## config.mk

```make
export PLATFORM = sky130hd
export DESIGN_NAME = kse_log2
export DESIGN_NICKNAME = d
export VERILOG_FILES = /design/src/kse_pkg.sv /design/src/kse_log2.sv
export SDC_FILE = /design/constraint.sdc
export NUM_CORES = 2
export LEC_CHECK = 0
export ABC_AREA = 1
export BUFFER_PORTS_ARGS = -buffer_cell sky130_fd_sc_hd__buf_2
export CAP_MARGIN = 0
export CORE_MARGIN = 5
export CORE_UTILIZATION = 45
export CTS_CLUSTER_DIAMETER = 200
export DETAILED_ROUTE_END_ITERATION = 10
export GPL_TIMING_DRIVEN = 0
export MAX_ROUTING_LAYER = met4
export PLACE_DENSITY = 0.7
export SLEW_MARGIN = 10
export SYNTH_ARGS = -nofsm -noshare
export SYNTH_HDL_FRONTEND = slang
export SYNTH_SLANG_ARGS = --single-unit
```

## constraint.sdc

```tcl
create_clock -name clock -period 12.7 [get_ports clock]
set_input_delay 0.635 -clock clock [delete_from_list [all_inputs] [get_ports clock]]
set_output_delay 0.635 -clock clock [all_outputs]
set_load 0.02 [all_outputs]
```

## src/kse_pkg.sv

```systemverilog
// shared types and constants for the k-mer entropy block
`default_nettype none
package kse_pkg;

   localparam int SYMBOL_W   = 8;
   localparam int MODE_W     = 2;
   localparam int ORDER_W    = 3;
   localparam int G_W        = ORDER_W + 1;
   localparam int CSR_IDX_W  = 2;
   localparam int CSR_DATA_W = 3;
   localparam int RES_W      = 20;
   localparam int OUT_SHIFT  = 16;
   localparam int FRAC_W     = 32;
   localparam int P_W        = FRAC_W + 1;
   localparam int STATUS_W   = 2;

   localparam logic [MODE_W-1:0] MODE_PLAIN     = 2'd0;
   localparam logic [MODE_W-1:0] MODE_JOINT     = 2'd1;
   localparam logic [MODE_W-1:0] MODE_COND      = 2'd2;
   localparam logic [MODE_W-1:0] MODE_JOINT_ALT = 2'd3;

   localparam logic [CSR_IDX_W-1:0] CSR_MODE  = 2'd0;
   localparam logic [CSR_IDX_W-1:0] CSR_ORDER = 2'd1;

   localparam logic [MODE_W-1:0]  MODE_RESET  = MODE_JOINT;
   localparam logic [ORDER_W-1:0] ORDER_RESET = 3'd0;

   typedef enum logic [STATUS_W-1:0] {
      STATUS_OK, STATUS_ORDER_LARGE, STATUS_ORDER_LOW, STATUS_OVERFLOW
   } kse_status_type;

   typedef struct packed {
      logic bump;
      logic find;
      logic clear;
   } kse_tbl_cmd_type;

   typedef struct packed {
      logic busy;
      logic full;
   } kse_tbl_sts_type;

   typedef enum logic {TBL_IDLE, TBL_SCAN} kse_tbl_state_type;
   typedef enum logic [1:0] {LOG_IDLE, LOG_NORM, LOG_SQR} kse_log_state_type;
   typedef enum logic {DIV_IDLE, DIV_RUN} kse_div_state_type;

   typedef enum logic [4:0] {
      ST_IDLE, ST_GBUMP, ST_GWAIT, ST_PBUMP, ST_PWAIT, ST_FIN, ST_SUM,
      ST_LT_GO, ST_LT_WAIT, ST_RD, ST_GO, ST_WAIT, ST_PF_GO, ST_PF_WAIT,
      ST_LP_GO, ST_LP_WAIT, ST_MUL, ST_ACC, ST_MAX_GO, ST_MAX_WAIT, ST_EMIT
   } kse_state_type;

endpackage
`default_nettype wire

```

## src/kse_log2.sv

```systemverilog
// iterative log2 in q.32: one-bit normalising shift, then one squaring per fraction bit
`default_nettype none
module kse_log2 #(
   parameter int XW = 42,
   parameter int RW = 38
) (
   input  wire logic          clock,
   input  wire logic          reset,
   input  wire logic          start,
   input  wire logic [XW-1:0] x,
   output logic               busy,
   output logic      [RW-1:0] result
);
   import kse_pkg::*;

   localparam int SW = (XW > FRAC_W) ? XW : FRAC_W;
   localparam int NW = $clog2(SW);

   kse_log_state_type     state_ff, state_in;
   logic [SW-1:0]         s_ff, s_in;
   logic [NW-1:0]         n_ff, n_in;
   logic [FRAC_W-1:0]     m_ff, m_in;
   logic [FRAC_W-1:0]     frac_ff, frac_in;
   logic [4:0]            step_ff, step_in;
   logic [RW-1:0]         result_ff, result_in;
   logic [2*FRAC_W-1:0]   sq;
   logic [FRAC_W:0]       sq_sh;

   assign sq    = (2*FRAC_W)'(m_ff) * (2*FRAC_W)'(m_ff);
   assign sq_sh = sq[2*FRAC_W-1:FRAC_W-1];

   always_comb begin
      state_in  = state_ff;
      s_in      = s_ff;
      n_in      = n_ff;
      m_in      = m_ff;
      frac_in   = frac_ff;
      step_in   = step_ff;
      result_in = result_ff;
      unique case (state_ff)
         LOG_IDLE: begin
            if (start) begin
               if (x == '0) begin
                  result_in = '0;
               end else begin
                  s_in     = SW'(x);
                  n_in     = NW'(SW - 1);
                  state_in = LOG_NORM;
               end
            end
         end
         LOG_NORM: begin
            if (s_ff[SW-1]) begin
               m_in     = s_ff[SW-1 -: FRAC_W];
               frac_in  = '0;
               step_in  = '0;
               state_in = LOG_SQR;
            end else begin
               s_in = {s_ff[SW-2:0], 1'b0};
               n_in = n_ff - NW'(1);
            end
         end
         LOG_SQR: begin
            // a square at or above two gives a one bit and halves the mantissa
            m_in    = sq_sh[FRAC_W] ? sq_sh[FRAC_W:1] : sq_sh[FRAC_W-1:0];
            frac_in = {frac_ff[FRAC_W-2:0], sq_sh[FRAC_W]};
            step_in = step_ff + 5'd1;
            if (step_ff == 5'd31) begin
               result_in = RW'({n_ff, frac_in});
               state_in  = LOG_IDLE;
            end
         end
         default: state_in = LOG_IDLE;
      endcase
   end

   always_ff @(posedge clock) begin
      if (reset) begin
         state_ff <= LOG_IDLE;
      end else begin
         state_ff <= state_in;
      end
   end

   always_ff @(posedge clock) begin
      s_ff      <= s_in;
      n_ff      <= n_in;
      m_ff      <= m_in;
      frac_ff   <= frac_in;
      step_ff   <= step_in;
      result_ff <= result_in;
   end

   assign busy   = (state_ff != LOG_IDLE);
   assign result = result_ff;
endmodule
`default_nettype wire

```

==> flow_metrics.tcl <==
set metrics [dict create \
    run_status "finished clean" \
    timing_worst_slew_pin_value_ns 1.358 \
    fp.dieArea_um2 90570 \
    total_clock_sinks 156 \
    slew_viol_final 0 \
    critPathCaptureType "register" \
    hold_path.startpoint "reset" \
    finalCritPeriodShare_pct 77.71 \
    grt.overflow.total 0 \
    die_h_um 301.0 \
    layout_min_cycle_time_ns 9.869 \
    number_of_nets_at_the_end_of_the_flow 5872 \
    hold_buffers 0 \
    clock_latency_ns 0.44 \
    grt_start_max_net_pins 36 \
    critical_path.top_delay_family "adder cells" \
    finClkSkew_ns 0.01458 \
    rows 106 \
    yosysWarningCount 0 \
    fmax_ghz 0.1013 \
    synth.distinct_cells 39 \
    critical_path.max_stage_delay_ns 1.01 \
    io-pin-count 84 \
    max_cap_violations 0 \
    detailed_route_iter0_violations 2726 \
    hold_path_end "state_ff[1]" \
    path_class "reg -> reg" \
    critical_path_arrival_ns 9.96 \
    layout.cells.most_common_list "1528 x sky130_fd_sc_hd__inv_1, 1148 x sky130_fd_sc_hd__nand2_1, 791 x sky130_fd_sc_hd__fa_1, 303 x sky130_fd_sc_hd__ha_1, 157 x sky130_fd_sc_hd__nor2_1" \
    drtPass1Iterations 8 \
    placed_cells 5848 \
    slowest_stage "sky130_fd_sc_hd__clkbuf_1" \
    final_hold_viol_count 0 \
    cpMostUsedCell "sky130_fd_sc_hd__fa_1" \
    mean_post_synth_cell_area_um2 8.239 \
    cts_made_buffers 17 \
    ctsHtreeMaxLevel 4 \
    max-clock-path-buffers 2 \
    yosys_register_bits 156 \
    synthCells 4624 \
    io_buffers 83 \
    timing.hold.worst_path_depth 2 \
    vias_per_cell 5.023 \
    synth_area_um2 38100 \
    grt_pass1_vias 30876 \
    routed_wirelength_um 117600 \
    worst_setup_hold_path_clk_slew_ns 0.07 \
    max_slew_margin_pct 9.470 \
    layout_commonest_cell "sky130_fd_sc_hd__inv_1" \
    grt_setup_unrepaired "no" \
    gr-usage-all-layers_pct 27.35 \
    post_cts_buffers 0 \
    cts_repair_resize_count 0 \
    area_delta_synth_final_pct 6.644 \
    post_layout_nonfiller_instances 5882 \
    ys_seq_area_share_pct 12.24 \
    grt_antenna_before_repair 2 \
    r2r_endpoint "m_ff[21]" \
    dpl.hpwl_um 97990 \
    cp.required_ns 12.79 \
    ant_nets 0 \
    die_width_um 301.0 \
    drive_gt1_share_pct 4.003 \
    fin_setup_tns_ns 0 \
    ff2ff_path_depth 27 \
    timing.critical_path.from_type "register" \
    placeable_area_um2 83820 \
    post_detailed_route_drc_marker_count 0 \
    avgRoutedWirePerCell_um 19.99 \
    place.gp.congestion 1.035 \
    critPathMaxFanout 10 \
    initial_standard_cell_utilization_of_the_core_pct 45.45 \
    cp_num_buf_inv 6 \
    timing.hold.worst.class "in -> reg" \
    critical_path.reg2reg.startpoint "m_ff[13]" \
    synth.net_count 5763 \
    clk_root_buffer_cell "sky130_fd_sc_hd__clkbuf_16" \
    cts_tree "done" \
    rrSetupSlack_ns 2.83 \
    grt_pass1_wl_um 181200 \
    finalSetupViolations 0 \
    via_count 29546 \
]
[worst max path at each step]
stage              from        to  slack [ns]  cells past startpoint
2_1_floorplan  m_ff[12]   m_ff[2]        5.65                     33
3_3_place_gp   m_ff[13]  m_ff[21]        3.10                     27
3_5_place_dp   m_ff[13]  m_ff[21]        3.07                     27
4_1_cts        m_ff[18]  m_ff[21]        3.04                     32
5_1_grt        m_ff[18]  m_ff[21]        2.57                     32
6_report       m_ff[13]  m_ff[21]        2.83                     27
[registers in the layout, indices dropped and copies added, names as in the netlist]
register / cells
result: 38
m_ff: 32
state_ff: 2
n_ff: 6
step_ff: 5
s_ff: 42
frac_ff: 31
[cell type report]
cell class / count / area [um^2]
sequential: 156 / 4664
fill: 8168 / 43190
multi-input combinational: 2804 / 27140
clock buffer: 17 / 425.4
tap: 1134 / 1419
inverter: 1532 / 5751
clock inverter: 15 / 151.4
antenna: 2 / 5.005
buffer: 132 / 564.3
timing repair buffer: 90 / 504.2
[cells in the mapped netlist, drive strengths merged]
cell    count  area share [%]
inv      1532              15
nand2    1162              12
fa        791              42
ha        303              10
nor2      164             1.7
edfxtp    154              12
nand3     153             2.2
clkbuf    100            0.99
a21oi      56            0.76
xor2       34            0.78
buf        32            0.49
a22o       26            0.60
o21bai     20            0.42
xnor2      17            0.39
nor4       16            0.26
nand4      13            0.21
o21ai      12            0.16
nor3       11            0.14
or2         7            0.11
a31o        6            0.14
and3        4           0.066
a21o        3           0.059
nand3b      3           0.059
a31oi       2           0.033
dfxtp       2            0.11
and2        1           0.016
[metal layers]
metal | track usage [%] | vias to the layer above | wire length (um)
li1 | - | 13364 | -
met5 | - | - | 0
met4 | 12.29 | 0 | 7149
met3 | 5.898 | 355 | 11930
met2 | 42.74 | 1438 | 53290
met1 | 34.47 | 14389 | 45200
[kinds of logic (layout without fill, tap and decap cells)]
| kind of cell | after synthesis | after routing | share of synthesized area [%] |
|---|---|---|---|
| compound gates | 125 | 125 | 2.164 |
| xor+xnor | 51 | 51 | 1.173 |
| fa+ha+maj | 1094 | 1094 | 51.52 |
| buf+inv | 1664 | 1786 | 16.57 |
| flops | 156 | 156 | 12.24 |
| other cells | 0 | 2 | 0 |
| simple gates | 1534 | 1534 | 16.33 |
[metrics by stage]
step / worst slack (ns) / util (%) / instance area (um^2) / hold slack [ns]
floorplan: 5.650 / - / 38100 / 0.4874
global placement: 3.103 / 47.64 / 39930 / 0.4926
detailed placement: 3.071 / 47.77 / 40040 / 0.4990
CTS: 3.042 / 48.46 / 40620 / 0.3755
global route: 2.572 / 48.47 / 40630 / 0.3842
finish: 2.831 / 48.47 / 40630 / 0.3956
Power is not shown: default switching activity piles up to over one toggle a cycle in this logic, so the estimate is an artifact.
