[src/kse_pkg.sv]
// shared types and constants for the k-mer entropy block
`default_nettype none
package kse_pkg;

   localparam int SYMBOL_W   = 8;
   localparam int MODE_W     = 2;
   localparam int ORDER_W    = 3;
   localparam int G_W        = ORDER_W + 1;
   localparam int CSR_IDX_W  = 2;
   localparam int CSR_DATA_W = 3;
   localparam int RES_W      = 20;
   localparam int OUT_SHIFT  = 16;
   localparam int FRAC_W     = 32;
   localparam int P_W        = FRAC_W + 1;
   localparam int STATUS_W   = 2;

   localparam logic [MODE_W-1:0] MODE_PLAIN     = 2'd0;
   localparam logic [MODE_W-1:0] MODE_JOINT     = 2'd1;
   localparam logic [MODE_W-1:0] MODE_COND      = 2'd2;
   localparam logic [MODE_W-1:0] MODE_JOINT_ALT = 2'd3;

   localparam logic [CSR_IDX_W-1:0] CSR_MODE  = 2'd0;
   localparam logic [CSR_IDX_W-1:0] CSR_ORDER = 2'd1;

   localparam logic [MODE_W-1:0]  MODE_RESET  = MODE_JOINT;
   localparam logic [ORDER_W-1:0] ORDER_RESET = 3'd0;

   typedef enum logic [STATUS_W-1:0] {
      STATUS_OK, STATUS_ORDER_LARGE, STATUS_ORDER_LOW, STATUS_OVERFLOW
   } kse_status_type;

   typedef struct packed {
      logic bump;
      logic find;
      logic clear;
   } kse_tbl_cmd_type;

   typedef struct packed {
      logic busy;
      logic full;
   } kse_tbl_sts_type;

   typedef enum logic {TBL_IDLE, TBL_SCAN} kse_tbl_state_type;
   typedef enum logic [1:0] {LOG_IDLE, LOG_NORM, LOG_SQR} kse_log_state_type;
   typedef enum logic {DIV_IDLE, DIV_RUN} kse_div_state_type;

   typedef enum logic [4:0] {
      ST_IDLE, ST_GBUMP, ST_GWAIT, ST_PBUMP, ST_PWAIT, ST_FIN, ST_SUM,
      ST_LT_GO, ST_LT_WAIT, ST_RD, ST_GO, ST_WAIT, ST_PF_GO, ST_PF_WAIT,
      ST_LP_GO, ST_LP_WAIT, ST_MUL, ST_ACC, ST_MAX_GO, ST_MAX_WAIT, ST_EMIT
   } kse_state_type;

endpackage
`default_nettype wire

[src/kse_div.sv]
// restoring divider for the q1.32 probability count / total, one bit a cycle
`default_nettype none
module kse_div #(
   parameter int TW = 42
) (
   input  wire logic          clock,
   input  wire logic          reset,
   input  wire logic          start,
   input  wire logic [TW-1:0] c,
   input  wire logic [TW-1:0] t,
   output logic               busy,
   output logic [kse_pkg::P_W-1:0] p
);
   import kse_pkg::*;

   kse_div_state_type  state_ff, state_in;
   logic [TW-1:0]      r_ff, r_in;
   logic [TW-1:0]      t_ff, t_in;
   logic [FRAC_W-1:0]  q_ff, q_in;
   logic [4:0]         step_ff, step_in;
   logic [P_W-1:0]     p_ff, p_in;
   logic [TW:0]        r2;
   logic               ge;

   assign r2 = {r_ff, 1'b0};
   assign ge = (r2 >= (TW+1)'(t_ff));

   always_comb begin
      state_in = state_ff;
      r_in     = r_ff;
      t_in     = t_ff;
      q_in     = q_ff;
      step_in  = step_ff;
      p_in     = p_ff;
      unique case (state_ff)
         DIV_IDLE: begin
            if (start) begin
               if (c >= t) begin
                  p_in = {1'b1, {FRAC_W{1'b0}}};
               end else begin
                  r_in     = c;
                  t_in     = t;
                  q_in     = '0;
                  step_in  = '0;
                  state_in = DIV_RUN;
               end
            end
         end
         DIV_RUN: begin
            r_in    = ge ? TW'(r2 - (TW+1)'(t_ff)) : TW'(r2);
            q_in    = {q_ff[FRAC_W-2:0], ge};
            step_in = step_ff + 5'd1;
            if (step_ff == 5'd31) begin
               p_in     = {1'b0, q_in};
               state_in = DIV_IDLE;
            end
         end
         default: state_in = DIV_IDLE;
      endcase
   end

   always_ff @(posedge clock) begin
      if (reset) begin
         state_ff <= DIV_IDLE;
      end else begin
         state_ff <= state_in;
      end
   end

   always_ff @(posedge clock) begin
      r_ff    <= r_in;
      t_ff    <= t_in;
      q_ff    <= q_in;
      step_ff <= step_in;
      p_ff    <= p_in;
   end

   assign busy = (state_ff != DIV_IDLE);
   assign p    = p_ff;
endmodule
`default_nettype wire

[config.mk]
export PLATFORM = sky130hd
export DESIGN_NAME = kse_div
export DESIGN_NICKNAME = d
export VERILOG_FILES = /design/src/kse_pkg.sv /design/src/kse_div.sv
export SDC_FILE = /design/constraint.sdc
export NUM_CORES = 1
export LEC_CHECK = 0
export BUFFER_PORTS_ARGS = -buffer_cell sky130_fd_sc_hd__buf_2
export CORE_ASPECT_RATIO = 0.75
export CORE_MARGIN = 4
export CORE_UTILIZATION = 40
export CTS_BUF_LIST = sky130_fd_sc_hd__clkbuf_8
export DETAILED_ROUTE_END_ITERATION = 6
export PLACE_DENSITY = 0.64
export RECOVER_POWER = 100
export SYNTH_ARGS = -nofsm -noshare
export SYNTH_HDL_FRONTEND = slang
export SYNTH_SLANG_ARGS = --single-unit
[constraint.sdc]
create_clock -name clock -period 25.9 [get_ports clock]
set_clock_uncertainty 0.1 [all_clocks]
set_input_delay 2.59 -clock clock [delete_from_list [all_inputs] [get_ports clock]]
set_output_delay 2.59 -clock clock [all_outputs]
set_load 0.03 [all_outputs]
==> results.md, run 1 <==
- Outcome: finished with violations
- Failing checks: max-capacitance violations, max-slew violations
- GRT Total Usage: 0.174
- Sequential power share: 0.428
- R2R Path End: q_ff[28]
- CP Class: input pin to flip-flop
- Setup ws final: 15.72 ns
- Fin. Hold Viols: 0
- P per Cell Area: 72.7 nW/um^2
- Crit-path max FO: 48
- Hold Path Depth: 1
- Root Buffer Master: clkbuf_8
- Remaining global-route overflow: 0
- Worst Path Arrival: 10.09 ns
- Synth area leaders: edfxtp_1 48%, ha_1 11%, a21oi_1 4.4%
- Syn Nets: 1065
- Leak Pwr: 4.46 nW
- Setup bufs post-CTS: 0
- Worst Setup EP: q_ff[28]
- Row Count: 48
- Placed cell areas: 10300 um^2
- Post-synth EDFFs: 153
- R2r setup slk: 18.35 ns
- PostCTS Resize Cnt: 0
- Residual DRC count: 0
- Reg-to-reg startpoint: busy
- Clock share of power: 0.247
- Combinational power share: 0.325
- Slew of the pin with the lowest slew margin: 4.61 ns
- Post-synth top area share: 0.483
- Sequential area share after synthesis: 0.486
- Largest area contributor in the netlist: edfxtp_1
- Initial Utilization: 0.410
- Peak Freq: 0.0982 GHz
- I/O pin count: 121
- RSZ-0062 raised after global routing: false
- Pin count of the biggest net entering global routing: 61
- Place WS: 19.08 ns
- Worst skew pair latency: 0.46 ns
- Die height: 141 um
- Port Buf Inserts: 120
- Period minus WS final: 10.18 ns
- Async set-reset flop share out of synthesis: 0
- Setup Viol. Count Final: 0
- Total core area: 23200 um^2
- PnR Total Power: 0.770 mW
- Vias per cell: 5.35
- CP Data Required Time: 25.81 ns
- Antenna Nets Post-Route: 0
- First-pass GRT wire length: 36400 um
- Number of max-cap violations: 9
- Startpoint Class: input pin
- Crit path launch: c[1]
- Crit share post-route: 0.393
- Area Overhead vs Synth: 11.5%
- Filler cells: 2272
- Pint: 0.500 mW
- Routability cong.: 0.897
- Post-DP HPWL: 17200 um
- Total CTS buffers: 17
- CTS max path bufs: 2
- Max_slew headroom: -2.10
- CTS Hold Buffers Added: 0
- Cell count after synthesis: 891
- Top_reg_cell synth: edfxtp_1
- Hold Path Class: flip-flop to flip-flop
- Cell Area, Synth: 9500 um^2
- Max IR drop VDD: 0.0000380 V
- DRT Wirelength: 22800 um
- Die ar.: 26300 um^2
- Sw Share: 0.350
- CTS tree: done
- DRT Pass-1 Iters: 5
- Wire per inst: 17.4 um
- Worst setup EP type: flip-flop
- Initial antenna violation count: 1
- Proportion of layout cells with a drive suffix above 1: 0.0970
- Final #Nets: 1171
- Via count: 7017
- Non-filler cells, final: 1311
- Clock sinks: 154
- Avg Cell Area, Syn: 10.7 um^2
- Worst-path clk slew: 0.10 ns
- H-tree level count: 4
- Vias in the first global route: 6901
- Cell area after layout: 10600 um^2
- Yosys warnings: 0
- Switch Pwr: 0.270 mW
- Max-slew violations: 315
- Post-synthesis cell type count: 64
- R2R depth: 3
- Dpl cells: 1278
- 1st-iter DRT viols: 477
- Setup_tns: 0 ns
- Register bit total from synthesis: 154
- Die Wd: 186 um
-- Yosys cell counts, drive strengths merged (2+ instances only) --
cell type / n
o21a: 8
o311ai: 6
nand2b: 4
a21o: 29
xnor2: 24
mux2i: 30
or3b: 2
nand2: 47
o211ai: 7
a31oi: 8
and2: 36
o31ai: 5
xor2: 13
a221o: 3
a221oi: 3
a211oi: 7
nor2: 59
buf: 13
o31a: 2
and4: 2
o21ai: 41
edfxtp: 153
clkbuf: 25
nand3: 23
nand3b: 2
o21bai: 7
or2: 3
inv: 92
a2bb2oi: 5
o221ai: 2
and3: 6
a21oi: 84
nand4: 21
nor3: 11
ha: 86
nor2b: 5
or3: 2
nor4: 2
-- state kept, by name, summed over array words and instances (netlist names) --
| name | flops |
|---|---|
| r_ff | 42 |
| t_ff | 42 |
| p | 33 |
| q_ff | 31 |
| step_ff | 5 |
| busy | 1 |
-- worst min path at each step --
stage / slack (ns) / start / to
3_5_place_dp: 0.41 / q_ff[30] / p[31]
3_3_place_gp: 0.41 / q_ff[30] / p[31]
6_report: 0.43 / q_ff[30] / p[31]
2_1_floorplan: 0.40 / q_ff[30] / p[31]
5_1_grt: 0.46 / q_ff[30] / p[31]
4_1_cts: 0.44 / q_ff[30] / p[31]
-- cell families (layout without fill, tap and decap cells) --
kind of cell | Yosys count | in the layout | share of synthesized area
compound gates | 228 | 228 | 0.159
buf+inv | 130 | 249 | 0.0569
mux | 30 | 30 | 0.0316
xor+xnor | 37 | 37 | 0.0341
flops | 154 | 154 | 0.486
simple gates | 225 | 225 | 0.118
fa+ha+maj | 87 | 87 | 0.115
other cells | 0 | 1 | 0
-- worst max-delay path, cell delays in order --
cell	delay (ns)
clkbuf_1	0.10
ha_1	0.31
nor2b_1	0.13
o21ai_0	0.14
a21oi_1	0.09
o211ai_1	0.19
a31oi_1	0.21
o31ai_1	0.49
nand3_1	0.13
a21o_1	0.22
o21ai_0	3.40
clkbuf_1	2.06
-- metal layers --
layer	part of all wire	vias to the layer above	global-route usage	routed length, um
li1	-	3473	-	-
met4	0.0058	0	0.0322	131
met5	0	-	0	0
met2	0.44	172	0.255	9920
met1	0.51	3362	0.266	11500
met3	0.052	10	0.0415	1190
-- layout by cell type (no fill, tap or decap), types with 4 or more instances in the layout --
| master | count |
|---|---|
| nand2b_1 | 4 |
| nor2_1 | 59 |
| ha_1 | 86 |
| nand2_1 | 47 |
| clkbuf_1 | 69 |
| edfxtp_1 | 153 |
| o21ai_1 | 4 |
| and2_0 | 31 |
| o21a_1 | 7 |
| xor2_1 | 13 |
| nand4_1 | 21 |
| mux2i_1 | 30 |
| buf_2 | 56 |
| xnor2_1 | 24 |
| o211ai_1 | 7 |
| a21o_1 | 29 |
| nor3_1 | 11 |
| and2_1 | 5 |
| a21oi_1 | 84 |
| o21bai_1 | 6 |
| nand3_1 | 23 |
| nor2b_1 | 5 |
| a31oi_1 | 8 |
| a2bb2oi_1 | 5 |
| inv_6 | 4 |
| and3_1 | 5 |
| o21ai_0 | 37 |
| o31ai_1 | 5 |
| a211oi_1 | 7 |
| inv_1 | 93 |
| clkbuf_8 | 17 |
-- metrics by stage --
step	hold WS, ns	utilization
2_1_floorplan	0.403	-
3_3_place_gp	0.414	0.446
3_5_place_dp	0.414	0.446
4_1_cts	0.438	0.463
5_1_grt	0.457	0.457
6_report	0.432	0.457
-- area by class of cell --
class	count	area, um^2	share of cell area
Clock inverter	15	164	0.0155
Clock buffer	17	234	0.0221
Multi-Input combinational cell	607	4320	0.408
Inverter	92	345	0.0326
Antenna cell	1	2.50	0.000236
Sequential cell	154	4610	0.436
Timing Repair Buffer	125	539	0.0509
Tap cell	300	375	0.0354
-- power groups by stage --
stage / sequential (mW) / combinational, mW / clock (mW)
4_1_cts: 0.328 / 0.254 / 0.194
6_report: 0.330 / 0.250 / 0.190
3_3_place_gp: 0.332 / 0.251 / 0
2_1_floorplan: 0.338 / 0.189 / 0
5_1_grt: 0.333 / 0.279 / 0.204
3_5_place_dp: 0.333 / 0.253 / 0
(Power assumes the default switching activity.)
==> run 2: changes to the inputs <==
--- a/config.mk
+++ b/config.mk
@@ -11,7 +11,7 @@
 export CORE_UTILIZATION = 40
 export CTS_BUF_LIST = sky130_fd_sc_hd__clkbuf_8
 export DETAILED_ROUTE_END_ITERATION = 6
-export PLACE_DENSITY = 0.64
+export PLACE_DENSITY = 0.66
 export RECOVER_POWER = 100
 export SYNTH_ARGS = -nofsm -noshare
 export SYNTH_HDL_FRONTEND = slang
==> constraint.sdc (replaced) <==
create_clock -name clock -period 8.3 [get_ports clock]
set_clock_uncertainty 0.1 [all_clocks]
set_input_delay 0.83 -clock clock [delete_from_list [all_inputs] [get_ports clock]]
set_output_delay 0.83 -clock clock [all_outputs]
set_load 0.03 [all_outputs]
==> results.md, run 2 (synthesis results as in run 1) <==
- CP Class: input pin to flip-flop
- Initial Utilization: 0.410
- CTS tree: done
- Max_slew headroom: -1.21
- Cell mode on critical path: a21o_1
- Wire per inst: 17.5 um
- Reg-to-reg startpoint: r_ff[9]
- DRT Pass-1 Iters: 7
- PostCTS Resize Cnt: 0
- R2R Path End: r_ff[41]
- Period minus WS final: 5.87 ns
- First-pass GRT wire length: 36400 um
- Clock share of power: 0.246
- Post-DP HPWL: 17300 um
- End of the worst hold path: p[31]
- Pint: 1.56 mW
- Max-slew violations: 233
- CTS Hold Buffers Added: 0
- Dpl cells: 1278
- Setup_tns: 0 ns
- Outcome: finished with violations
- CP Cell Sequence: buf_2 -> ha_1 -> a21o_1 -> a21o_1 -> a21oi_1 -> o21ai_0 -> o31ai_1 -> nand3_1 -> a21o_1 -> o21ai_4 -> clkbuf_1
- Worst hold start: q_ff[30]
- Combinational power share: 0.330
- Remaining global-route overflow: 0
- Vias in the first global route: 6929
- Fin. Hold Viols: 0
- Worst-path clk slew: 0.09 ns
- DRT Wirelength: 22900 um
- Final design utilization: 0.458
- P per Cell Area: 227 nW/um^2
- Cell area after layout: 10600 um^2
- Clock sinks: 154
- Pin count of the biggest net entering global routing: 82
- Final #Nets: 1171
- Sequential power share: 0.424
- Port Buf Inserts: 120
- Residual DRC count: 0
- CP Data Required Time: 8.21 ns
- Row Count: 48
- Worst skew pair latency: 0.46 ns
- Area Overhead vs Synth: 11.7%
- Hold Path Depth: 1
- Setup Viol. Count Final: 0
- Vias per cell: 5.36
- RSZ-0062 raised after global routing: false
- R2R depth: 11
- Sw Share: 0.352
- Startpoint Class: input pin
- Non-filler cells, final: 1310
- Total core area: 23200 um^2
- Worst Path Arrival: 5.77 ns
- Antenna Nets Post-Route: 0
- I/O pin count: 121
- Die Wd: 186 um
- Peak Freq: 0.170 GHz
- Die height: 141 um
- Slew of the pin with the lowest slew margin: 3.32 ns
- Worst setup EP type: flip-flop
- Leak Pwr: 4.48 nW
- Root Buffer Master: clkbuf_8
- Ant diodes: 0
- 1st-iter DRT viols: 467
- Max IR drop VDD: 0.0000972 V
- Total CTS buffers: 17
- Proportion of layout cells with a drive suffix above 1: 0.105
- Via count: 7028
- Setup bufs post-CTS: 0
- R2r setup slk: 3.00 ns
- CP max stage cell: clkbuf_1
- CTS max path bufs: 2
- Delay-heaviest family, CP: compound AO/OA/AOI/OAI gates
- Placed cell areas: 10300 um^2
- Failing checks: max-capacitance violations, max-slew violations
- Number of max-cap violations: 6
- Initial antenna violation count: 0
- Switch Pwr: 0.848 mW
- Routability cong.: 0.873
- Hold_ws: 0.440 ns
- Crit share post-route: 0.707
- H-tree level count: 4
- Most common cell after layout, fill and taps aside: edfxtp_1
- Crit-path max FO: 49
- Most frequent cells in the layout: 153 x edfxtp_1, 92 x inv_1, 86 x ha_1, 84 x a21oi_1, 64 x buf_2
- Buf/Inv on CP: 2
- Filler cells: 2275
- GRT Total Usage: 0.176
- Crit path launch: c[23]
- CP max stage delay: 2.01 ns
- Hold Path Class: flip-flop to flip-flop
- Die ar.: 26300 um^2
-- run 2: changes by cell type in the layout (fill, tap and decap cells not counted), moves of 2 or more --
cell	before	now
clkbuf_1	69	61
o21ai_0	37	35
buf_2	56	64
o21ai_4	0	2
and2_0	31	33
and2_1	5	3
-- run 2: worst register-to-register path: cells and delay by family (launching register included) --
| kind | cells | cell delay [ns] |
|---|---|---|
| DFF | 1 | 0.40 |
| and+or+nand+nor | 4 | 1.16 |
| AOI/OAI and AO/OA | 5 | 1.74 |
| buffers and inverters | 1 | 1.17 |
| adders and majority gates | 1 | 0.52 |
-- run 2: worst max-delay path by stage --
stage               cells past startpoint  slack [ns]        to
global placement                       12        3.46  q_ff[30]
detailed placement                     12        3.32  q_ff[28]
CTS                                    12        3.81  q_ff[28]
floorplan                              11        1.99   q_ff[0]
global route                           13        1.96  t_ff[31]
finish                                 11        2.43  q_ff[29]
-- run 2: area by class of cell --
type	instances	area [um^2]	share of cell area
inverter	92	345	0.0325
clock inverter	15	165	0.0156
multi-input combinational	607	4330	0.408
tap	300	375	0.0354
timing repair buffer	125	549	0.0518
clock buffer	17	234	0.0220
sequential	154	4610	0.435
-- run 2: per-layer routing --
| metal | wire (um) | GRT usage |
|---|---|---|
| met4 | 215 | 0.0364 |
| met3 | 1190 | 0.0351 |
| met5 | 0 | 0 |
| met2 | 10000 | 0.264 |
| met1 | 11500 | 0.265 |
-- run 2: power by group through the flow --
stage	Clock, mW	Combinational (mW)	Sequential, mW
2_1_floorplan	0	0.591	1.05
3_3_place_gp	0	0.787	1.03
3_5_place_dp	0	0.796	1.03
4_1_cts	0.610	0.802	1.02
5_1_grt	0.637	0.883	1.03
6_report	0.591	0.794	1.02
-- run 2: stage by stage --
step	total power [mW]	setup WS, ns
final	2.41	2.43
after global routing	2.55	1.96
after CTS	2.43	3.81
after detailed placement	1.83	3.32
after global placement	1.82	3.46
after floorplan	1.64	1.99
==> run 3: changes to the inputs <==
--- a/config.mk
+++ b/config.mk
@@ -11,7 +11,7 @@
 export CORE_UTILIZATION = 40
 export CTS_BUF_LIST = sky130_fd_sc_hd__clkbuf_8
 export DETAILED_ROUTE_END_ITERATION = 6
-export PLACE_DENSITY = 0.66
+export PLACE_DENSITY = 0.64
 export RECOVER_POWER = 100
 export SYNTH_ARGS = -nofsm -noshare
 export SYNTH_HDL_FRONTEND = slang
==> constraint.sdc (replaced) <==
create_clock -name clock -period 5.66 [get_ports clock]
set_clock_uncertainty 0.1 [all_clocks]
set_input_delay 0.566 -clock clock [delete_from_list [all_inputs] [get_ports clock]]
set_output_delay 0.566 -clock clock [all_outputs]
set_load 0.03 [all_outputs]
==> results.md, run 3 (synthesis results as in run 1) <==
- Wire per inst: 17.2 um
- Filler cells: 2273
- CTS Hold Buffers Added: 0
- Via count: 6986
- Post-DP HPWL: 17000 um
- GRT Total Usage: 0.176
- Worst setup EP type: flip-flop
- Fin. Hold Viols: 0
- Hold Path Class: input pin to flip-flop
- Period minus WS final: 4.56 ns
- PnR Total Power: 3.45 mW
- Pin count of the biggest net entering global routing: 81
- Setup bufs post-CTS: 0
- Ant diodes: 0
- H-tree level count: 4
- I/O pin count: 121
- Vias in the first global route: 6937
- Setup Viol. Count Final: 0
- Root Buffer Master: clkbuf_8
- Residual DRC count: 0
- Row Count: 48
- DRT Wirelength: 22600 um
- Most common cell after layout, fill and taps aside: edfxtp_1
- Worst Path Arrival: 4.63 ns
- P per Cell Area: 326 nW/um^2
- Outcome: finished with violations
- Remaining global-route overflow: 0
- Total core area: 23200 um^2
- Routability cong.: 0.901
- First-pass GRT wire length: 36400 um
- Slew of the pin with the lowest slew margin: 1.90 ns
- Startpoint Class: flip-flop
- Proportion of layout cells with a drive suffix above 1: 0.106
- Die height: 141 um
- Final #Nets: 1173
- Max IR drop VDD: 0.000154 V
- CP Data Required Time: 5.73 ns
- Port Buf Inserts: 120
- Max-slew violations: 115
- Setup ws final: 1.10 ns
- Failing checks: max-capacitance violations, max-slew violations
- Die Wd: 186 um
- Setup_tns: 0 ns
- CP Class: flip-flop to flip-flop
- CTS max path bufs: 2
- Crit share post-route: 0.805
- Die ar.: 26300 um^2
- Most frequent cells in the layout: 153 x edfxtp_1, 92 x inv_1, 86 x ha_1, 84 x a21oi_1, 63 x buf_2
- Clock sinks: 154
- Initial antenna violation count: 0
- Antenna Nets Post-Route: 0
- Worst skew pair latency: 0.46 ns
- Crit-path max FO: 23
- Leak Pwr: 4.47 nW
- CTS tree: done
- Max_slew headroom: -0.269
- PostCTS Resize Cnt: 0
- Place WS: 1.66 ns
- Area Overhead vs Synth: 11.2%
- Initial Utilization: 0.410
- Total CTS buffers: 17
- Number of max-cap violations: 4
- RSZ-0062 raised after global routing: false
- DRT Pass-1 Iters: 5
- Vias per cell: 5.32
- 1st-iter DRT viols: 579
- Worst-path clk slew: 0.10 ns
- Peak Freq: 0.219 GHz
-- run 3: worst paths after layout --
| path | from | endpoint | slack, ns | cells past startpoint |
|---|---|---|---|---|
| max | r_ff[9] | r_ff[24] | 1.10 | 11 |
| min | t[19] | t_ff[19] | 0.18 | 1 |
| max reg2reg | r_ff[9] | r_ff[24] | 1.10 | 11 |
| min reg2reg | q_ff[30] | p[31] | 0.43 | 1 |
-- run 3: routing by layer --
metal / wire length (um) / vias to the layer above / track usage
met5: 0 / - / 0
met1: 11400 / 3309 / 0.266
li1: - / 3479 / -
met2: 9560 / 178 / 0.255
met4: 305 / 0 / 0.0425
met3: 1300 / 20 / 0.0413
-- run 3: power breakdown --
group	total [mW]	internal (mW)	switching (mW)	leakage (nW)
Sequential	1.49	1.44	0.0579	1.49
Combinational	1.15	0.440	0.709	2.80
Clock	0.805	0.320	0.485	0.188
Total	3.45	2.20	1.25	4.47
-- run 3: cell type report --
type                            instances  area (um^2)  share of cell area
Sequential cell                       154         4610               0.437
Clock buffer                           17          234              0.0221
Inverter                               92          345              0.0327
Clock inverter                         15          133              0.0125
Multi-Input combinational cell        607         4310               0.407
Timing Repair Buffer                  127          564              0.0534
Tap cell                              300          375              0.0355
-- run 3: worst max-delay path: stages, from the launching register on --
cell      delay, ns
edfxtp_1       0.39
ha_1           0.47
nand3_1        0.15
nor4_1         0.30
o31ai_1        0.10
or3b_1         0.26
o31ai_1        0.21
o311a_4        0.38
o21ai_2        1.13
buf_4          0.45
mux2i_1        0.23
a21oi_1        0.08
-- run 3: through the flow --
| step | hold WS (ns) | instance area (um^2) | utilization | std cells |
|---|---|---|---|---|
| after global placement | 0.408 | 10400 | 0.447 | 1280 |
| after floorplan | 0.403 | 9510 | - | 891 |
| final | 0.185 | 10600 | 0.456 | 1312 |
| after CTS | 0.144 | 10700 | 0.463 | 1312 |
| after detailed placement | 0.412 | 10400 | 0.447 | 1280 |
| after global routing | 0.145 | 10600 | 0.456 | 1312 |
